### src/rtl/core/log_linear_latency_histogram_core_defines.svh
// assertion macros shared by the histogram core rtl
// no dependencies; included by the top level only
`ifndef LOG_LINEAR_LATENCY_HISTOGRAM_CORE_DEFINES_SVH
`define LOG_LINEAR_LATENCY_HISTOGRAM_CORE_DEFINES_SVH

// same-cycle implication
`define LLH_ASSERT_SAME(label, clk, rst, ante, cons, msg) \
   label: assert property (@(posedge clk) disable iff (rst) (ante) |-> (cons)) \
      else $error(msg);

// next-cycle implication
`define LLH_ASSERT_NEXT(label, clk, rst, ante, cons, msg) \
   label: assert property (@(posedge clk) disable iff (rst) (ante) |=> (cons)) \
      else $error(msg);

`endif

### src/rtl/core/llh_pkg.sv
// shared types, widths and helpers for the log-linear latency histogram core
// no dependencies
`timescale 1ns / 1ps
`default_nettype none

package llh_pkg;

   localparam int SAMPLE_W             = 64;
   localparam int BUCKET_W             = 10;
   localparam int COUNT_W              = 32;
   localparam int MSB_W                = 6;
   localparam int SUB_BITS             = 4;
   localparam int SUBS_PER_OCTAVE      = 1 << SUB_BITS;
   localparam int TOP_EXPONENT_DEFAULT = 39;

   localparam logic [COUNT_W-1:0] COUNT_MAX = {COUNT_W{1'b1}};

   typedef enum logic {
      OP_RECORD = 1'b0,
      OP_READ   = 1'b1
   } op_type;

   typedef enum logic [3:0] {
      ST_CLEAR = 4'b0001,
      ST_IDLE  = 4'b0010,
      ST_ADDR  = 4'b0100,
      ST_LOOK  = 4'b1000
   } state_type;

   function automatic logic [COUNT_W-1:0] sat_inc(input logic [COUNT_W-1:0] c);
      sat_inc = (c == COUNT_MAX) ? c : c + COUNT_W'(1);
   endfunction

endpackage

`default_nettype wire

### src/rtl/core/llh_bucket_map.sv
// maps a 64-bit sample to its log-linear bucket index over two steps
// depends on llh_pkg
`timescale 1ns / 1ps
`default_nettype none

module llh_bucket_map #(
   parameter int TOP_EXPONENT = llh_pkg::TOP_EXPONENT_DEFAULT
) (
   input  logic                          clock,
   input  logic                          load,
   input  logic [llh_pkg::SAMPLE_W-1:0]  sample,
   output logic [llh_pkg::BUCKET_W-1:0]  bucket
);
   import llh_pkg::*;

   localparam logic [SAMPLE_W-1:0] TOP_BASE = SAMPLE_W'(1) << TOP_EXPONENT;
   localparam logic [SAMPLE_W-1:0] TOP_WIDTH =
      ({SAMPLE_W{1'b1}} - TOP_BASE) / SAMPLE_W'(SUBS_PER_OCTAVE);
   localparam logic [MSB_W-1:0] TOP_E = MSB_W'(TOP_EXPONENT);

   // first step: leading one and top-octave threshold compares
   logic [SUBS_PER_OCTAVE-2:0] ge;
   logic [MSB_W-1:0]           msb;
   logic [SUB_BITS-1:0]        top_sub;

   for (genvar k = 1; k < SUBS_PER_OCTAVE; k++) begin : g_thr
      localparam logic [SAMPLE_W-1:0] THR = TOP_BASE + SAMPLE_W'(k) * TOP_WIDTH;
      assign ge[k-1] = (sample >= THR);
   end

   always_comb begin
      msb = '0;
      for (int i = 0; i < SAMPLE_W; i++) begin
         if (sample[i]) begin
            msb = MSB_W'(i);
         end
      end
   end

   // thresholds rise, so the last one passed is the sub-bucket
   always_comb begin
      top_sub = '0;
      for (int k = 0; k < SUBS_PER_OCTAVE - 1; k++) begin
         if (ge[k]) begin
            top_sub = SUB_BITS'(k + 1);
         end
      end
   end

   logic                  zero_ff;
   logic [MSB_W-1:0]      msb_ff;
   logic [SUB_BITS-1:0]   top_sub_ff;
   logic [SAMPLE_W-1:0]   sample_ff;

   always_ff @(posedge clock) begin
      if (load) begin
         zero_ff    <= (sample == '0);
         msb_ff     <= msb;
         top_sub_ff <= top_sub;
         sample_ff  <= sample;
      end
   end

   // second step: linear split of the octave
   logic [SAMPLE_W-1:0] shifted;
   logic [SUB_BITS-1:0] low_sub;
   logic [SUB_BITS-1:0] sub;
   logic [MSB_W-1:0]    expo;

   always_comb begin
      shifted = sample_ff >> (msb_ff - MSB_W'(SUB_BITS));
      if (msb_ff >= MSB_W'(SUB_BITS)) begin
         low_sub = shifted[SUB_BITS-1:0];
      end else begin
         // narrow octave: one value per sub-bucket
         low_sub = sample_ff[SUB_BITS-1:0] & ~({SUB_BITS{1'b1}} << msb_ff);
      end
      if (msb_ff >= TOP_E) begin
         expo = TOP_E;
         sub  = top_sub_ff;
      end else begin
         expo = msb_ff;
         sub  = low_sub;
      end
      if (zero_ff) begin
         bucket = '0;
      end else begin
         bucket = {expo, sub};
      end
   end

endmodule

`default_nettype wire

### config.mk
export PLATFORM = sky130hd
export DESIGN_NAME = llh_bucket_map
export DESIGN_NICKNAME = d
export VERILOG_FILES = /design/src/rtl/core/log_linear_latency_histogram_core_defines.svh /design/src/rtl/core/llh_pkg.sv /design/src/rtl/core/llh_bucket_map.sv
export SDC_FILE = /design/constraint.sdc
export NUM_CORES = 1
export LEC_CHECK = 0
export ABC_AREA = 1
export BUFFER_PORTS_ARGS = -buffer_cell sky130_fd_sc_hd__buf_2
export CORE_UTILIZATION = 64
export CTS_CLUSTER_SIZE = 8
export DETAILED_ROUTE_END_ITERATION = 6
export PLACE_DENSITY = 0.86
export SYNTH_ARGS = -nofsm -noshare
export SYNTH_HDL_FRONTEND = slang
export SYNTH_SLANG_ARGS = --single-unit
### constraint.sdc
create_clock -name clock -period 5.5 [get_ports clock]
set_input_delay 0.275 -clock clock [delete_from_list [all_inputs] [get_ports clock]]
set_output_delay 0.275 -clock clock [all_outputs]
set_load 0.005 [all_outputs]
### Word-level counts from Yosys, hierarchy flattened

Cells that the tools add are included.

* flip-flop bits (word level): 75
* word-level logic and storage cells: 123

* reductions and logical operators: 9
* bitwise operators: 2
* multiplexer cells: 80
* shifts and indexed selects: 2
* add/subtract/negate cells: 1
* order comparisons: 17

Operators with widths (count)
* >= comparator 64 bit, second input constant: 8
* >= comparator 64 x 63 -> 1 bit, second input constant: 4
* 2-to-1 mux 6 bit: 31
* >= comparator 64 x 62 -> 1 bit, second input constant: 2
* 2-to-1 mux 5 bit: 16
* >= comparator 64 x 61 -> 1 bit, second input constant: 1
* zero test 64 bit: 1
* 2-to-1 mux 4 bit: 16
* right shift 64 x 6 -> 4 bit: 1
* OR reduction 32 bit: 1
* 2-to-1 mux 3 bit: 8
* OR reduction 16 bit: 1
* OR reduction 8 bit: 2
* 2-to-1 mux 10 bit: 1
* 2-to-1 mux 2 bit: 4
* OR reduction 4 bit: 2
* >= comparator 6 x 3 -> 1 bit, second input constant: 1
* >= comparator 6 bit, second input constant: 1
* << shifter 4 x 6 -> 4 bit, first input constant: 1
* subtractor 6 x 3 -> 6 bit, second input constant: 1
* AND 4 bit: 1
* 2-to-1 mux 1 bit: 4
* NOT 4 bit: 1
* OR reduction 2 bit: 2

### Depth between registers and ports, before layout

* word-level depth: 62
* depth in mapped cells: 60
* gate-level depth less buffers: 59

### Worst setup path after synthesis

No wires, ideal clock.

* kind: input -> register
* start: input sample[1] in the netlist's numbering
* end: register msb_ff[0] (data pin)
* path buffers: 1
* path slack: 2410 ps
* required time: 5246 ps
* stages on the path: 59
* setup time: 254 ps
* arrival time: 2837 ps
* cells stage by stage: buf_4 > nand2_2 > nand2_1 > nand2_1 > nand2_1 > nand2_1 > nand2_1 > nand2_1 > nand2_1 > nand2_1 > nand2_1 > nand2_1 > nand2_1 > nand2_1 > nand2_1 > nand2_1 > nand2_1 > nand2_1 > [23 not listed] > nand2_1 > nand2_1 > nand2_1 > nand2_1 > nand2_1 > nand2_1 > nand2_1 > nand2_1 > nand2_1 > nand2_1 > nand2_1 > nand2_1 > nand2_1 > nand2_1 > nand2_1 > nand2_1 > nand2_1 > nand2_1

* word-level cells in the longest chain between the ends: 62

Ends and longest elaborated chain
* from (decl): line llh_bucket_map.sv:11 `input logic [llh_pkg::SAMPLE_W-1:0] sample,`
* 2-to-1 mux 1 bit: line llh_bucket_map.sv:34 `if (sample[i]) begin`
* 2-to-1 mux 6 bit (30 in series): line llh_bucket_map.sv:34
* 2-to-1 mux 5 bit (16 in series): line llh_bucket_map.sv:34
* 2-to-1 mux 4 bit (8 in series): line llh_bucket_map.sv:34
* 2-to-1 mux 3 bit (4 in series): line llh_bucket_map.sv:34
* 2-to-1 mux 2 bit (2 in series): line llh_bucket_map.sv:34
* 2-to-1 mux 1 bit: line llh_bucket_map.sv:34
* to (signal assigned): line llh_bucket_map.sv:58 `msb_ff <= msb;`
* to (decl): line llh_bucket_map.sv:51 `logic [MSB_W-1:0] msb_ff;`

No other way between the ends.
A chain may end at the register's enable or synchronous reset.

### Final worst setup path

* start: register msb_ff[1]
* end: output bucket[0] in the netlist's numbering

* word-level cells in the longest chain between the ends: 6
* elaborated cells between the ends (all ways): 10
* classes of those cells: add/sub (1); order compare (2); shift (2); mux (3); bitwise (2)

Ends and longest elaborated chain
* parallel branches: the longest is 4 deep, another holds subtractor 6 x 3 -> 6 bit
* 2-to-1 mux 4 bit (*): line llh_bucket_map.sv:78 `if (msb_ff >= TOP_E) begin`
* 2-to-1 mux 10 bit (*): line llh_bucket_map.sv:85 `if (zero_ff) begin`
* to (decl): line llh_bucket_map.sv:12 `output logic [llh_pkg::BUCKET_W-1:0] bucket`

Mark *: on every way between the ends.

==> impl_results.md <==
* Fillers at 750
* Power share of the sequential group at roughly 44%
* Number of global-route vias before repair at 5877
* Number of standard cells in the final layout excluding fillers at 1066
* Yosys top cell by area: sky130_fd_sc_hd__edfxtp_1
* Achievable clock frequency at 0.228 GHz
* Initial standard-cell utilization of the core at 67.5%
* Avg Inst Size Synth at 6.68 sq um
* Max-slew violation total from the final report at 0
* GRT overflow at 0
* Clock buffers created by TritonCTS at 9
* Gates resized, CTS repair at 0
* Wire length of the first global-routing pass at roughly 29 mm
* DIE WIDTH at 98.8 um
* FF+latch count, synth at between 70 and 80
* Total routing resource utilization after global routing at 37.6%
* Outcome: finished, final reports clean
* Dominant cell by count in the synthesized netlist: sky130_fd_sc_hd__nand2_1
* Period minus WS final at 4.38 ns
* Share of flip-flops with an asynchronous set or reset at 0%
* GRT met3 Usage at 5.60%
* Setup bufs post-CTS at 0
* Final setup fails at 0
* CP peak stage delay at 0.75 ns
* Worst min-delay path startpoint: sample[6]
* Part of the total power dissipated in the clock network at 30.2%
* Core Rows at 34
* Netlist cell types at 41
* Hold-fix buffers, CTS at 0
* Slowest cell on the critical path: sky130_fd_sc_hd__clkinv_1
* Quantity of I/O buffers inserted on ports at 75
* Average wire per cell in the routed design at 16.9 um
* Number of buffer and inverter stages on the critical path at 5
* Global-route met2 utilization at between 50 and 60%
* Worst max-slew margin expressed relative to the limit at ~28%
* Largest cells by area after synthesis: sky130_fd_sc_hd__edfxtp_1, sky130_fd_sc_hd__nand2_1, sky130_fd_sc_hd__inv_1
* List of cells traversed by the critical path: buf_4 > inv_1 > buf_4 > nor2_1 > clkinv_1 > o211ai_1 > o221ai_1 > nand3_1 > nand3_1 > a21oi_1 > buf_2
* CP delay by family, top: buffers and inverters
* DRT Pass-1 Iters at 7
* Number of enable flip-flop cells after synthesis at 75
* Total number of yosys warnings at 0
* Arrival time of the worst setup path at 4.11 ns
* Htree depth at 3
* Startpoint kind of the worst setup timing path: flip-flop
* First-iteration detailed-routing DRC count at 982
* Net load switching power at 0.520 mW
* Clk sink count at between 70 and 80
* Destination of the worst hold path: sample_ff[6]
* TritonCTS clock tree: yes
* Met1 Use GR at 52.6%
* Primary flip-flop cell chosen by synthesis mapping: sky130_fd_sc_hd__edfxtp_1
* Die area at between 9000 and 10000 sq um
* Category of the worst setup path capture point: primary output
* Number of cells produced by synthesis at roughly 900
* Cell count after placement at roughly 1100
* Maximum fanout along the worst path at 39
* Max VDD drop at 0.000141 V
* DP Wirelength at 13.5 mm
* Number of diodes added for antenna fixing at 0
* Pwr/cell area at 239 nW/um^2
* Wirelength, routed at 18.0 mm
* Root buf cell: sky130_fd_sc_hd__clkbuf_8
* Die extent in y at around 99 um
* Net count after synthesis at a little under 1000
* Leakage power figure at roughly 2.9 nW
* Number of top-level pins at between 70 and 80
* Relative contribution of combinational cells to total power at 25.5%
* Share of the clock period used by the worst path after layout at 79.7%
* Maximum number of pins on one net before global-route repair at 85
* Slew of the pin with the lowest slew margin at 1.08 ns
* Critical path launch point: msb_ff[1]
* Clk slew on worst S/H paths at 0.09 ns
* Sequential-to-total area share from yosys stat at 37.5%
* Nets@finish at 1021
* Antenna violations before repair at 0
* Critical Setup Path Class: reg -> out
* Buffer depth of the longest clock path at 2
* Fraction of post-synthesis cell area in the top cell type by area at 37.5%
* Most heavily used metal layer in global routing: met2
* Setup tns final at 0 ns
* Type of the tightest min-delay check: in -> reg
* Most common library cells after synthesis: sky130_fd_sc_hd__nand2_1, sky130_fd_sc_hd__inv_1, sky130_fd_sc_hd__nor2_1, sky130_fd_sc_hd__o21ai_0, sky130_fd_sc_hd__edfxtp_1
* Cell-internal power at 1.07 mW
* Worst Path Required at between 5 and 6 ns
* Final hold vios at 0
* Unrepaired setup endpoints after global routing: no
* WHS Path Cells at 1
* Growth of design area from synthesis to finish at 10.4%
* Post-route antenna net violation count at 0
* Via count at 6636
* RePlAce Congestion at 1.00
* Share of layout cells above drive strength 1 at between 10% and 20%
* Area of the placeable core at 8890 sq um
* Number of remaining DRC errors at 0
* Number of max-cap violations at 0
* Total standard cell area after synthesis at 6000 sq um
* Routed vias/inst at roughly 6.2
* Switching share of power at between 30% and 40%
[logic make-up after synthesis]
logic type      after synthesis  share of synthesized area (%)
buf+inv                     174                           11.2
flops                        75                           37.5
mux                           7                           1.17
compound gates              199                           19.9
simple gates                440                           29.7
xor+xnor                      1                          0.146
fa+ha+maj                     2                          0.417
[registers in the layout (all words and copies together) (netlist names)]
register    flops
zero_ff         1
sample_ff      64
top_sub_ff      4
msb_ff          6
[final cells by class]
class / instances / area, sq um / share of cell area (%)
Multi-Input combinational cell: 649 / 3080 / 46.5
Sequential cell: 75 / 2250 / 34.0
Inverter: 137 / 519 / 7.84
Timing Repair Buffer: 81 / 420 / 6.35
Tap cell: 108 / 135 / 2.04
Clock buffer: 10 / 128 / 1.93
Clock inverter: 6 / 90.1 / 1.36
[through the flow]
step                      power [mW]  util, %  hold WS, ns  setup slack (ns)  area (sq um)
after detailed placement        1.10     72.1        0.482              1.69          6410
after global placement          1.09     72.1        0.479              1.78          6410
final                           1.59     74.5        0.119              1.12          6630
after floorplan                0.965        -        0.374              2.41          6000
after global routing            1.65     74.5        0.118             0.833          6630
after CTS                       1.57     74.5        0.116              1.31          6630
[power by group through the flow]
stage,Sequential [mW],Clock [mW],Combinational [mW]
5_1_grt,0.708,0.494,0.444
3_5_place_dp,0.716,0,0.388
6_report,0.703,0.478,0.404
4_1_cts,0.703,0.473,0.391
2_1_floorplan,0.706,0,0.259
3_3_place_gp,0.714,0,0.377
[layer usage]
layer | vias up | share of wire, % | wire (um)
met5 | - | 0 | 0
met1 | 2960 | 40 | 7220
met3 | 62 | 11 | 2060
met4 | 0 | 3.6 | 656
met2 | 478 | 45 | 8050
li1 | 3136 | - | -
[layout by cell type (no fill, tap or decap), types with 14 or more instances in the layout]
cell type | Yosys | final
sky130_fd_sc_hd__a21oi_1 | 43 | 43
sky130_fd_sc_hd__buf_2 | 0 | 75
sky130_fd_sc_hd__edfxtp_1 | 75 | 75
sky130_fd_sc_hd__inv_1 | 120 | 120
sky130_fd_sc_hd__nand2_1 | 268 | 268
sky130_fd_sc_hd__nand3_1 | 48 | 48
sky130_fd_sc_hd__nor2_1 | 89 | 89
sky130_fd_sc_hd__nor3_1 | 16 | 16
sky130_fd_sc_hd__o211ai_1 | 14 | 14
sky130_fd_sc_hd__o21ai_0 | 88 | 88
[worst max path at each step]
stage | to | slack, ns | cells past startpoint
6_report | bucket[0] | 1.12 | 11
5_1_grt | bucket[0] | 0.83 | 11
3_5_place_dp | msb_ff[0] | 1.69 | 60
4_1_cts | bucket[0] | 1.31 | 11
3_3_place_gp | bucket[0] | 1.78 | 11
2_1_floorplan | msb_ff[0] | 2.41 | 59
No activity file was read; power rests on OpenSTA's default activity.
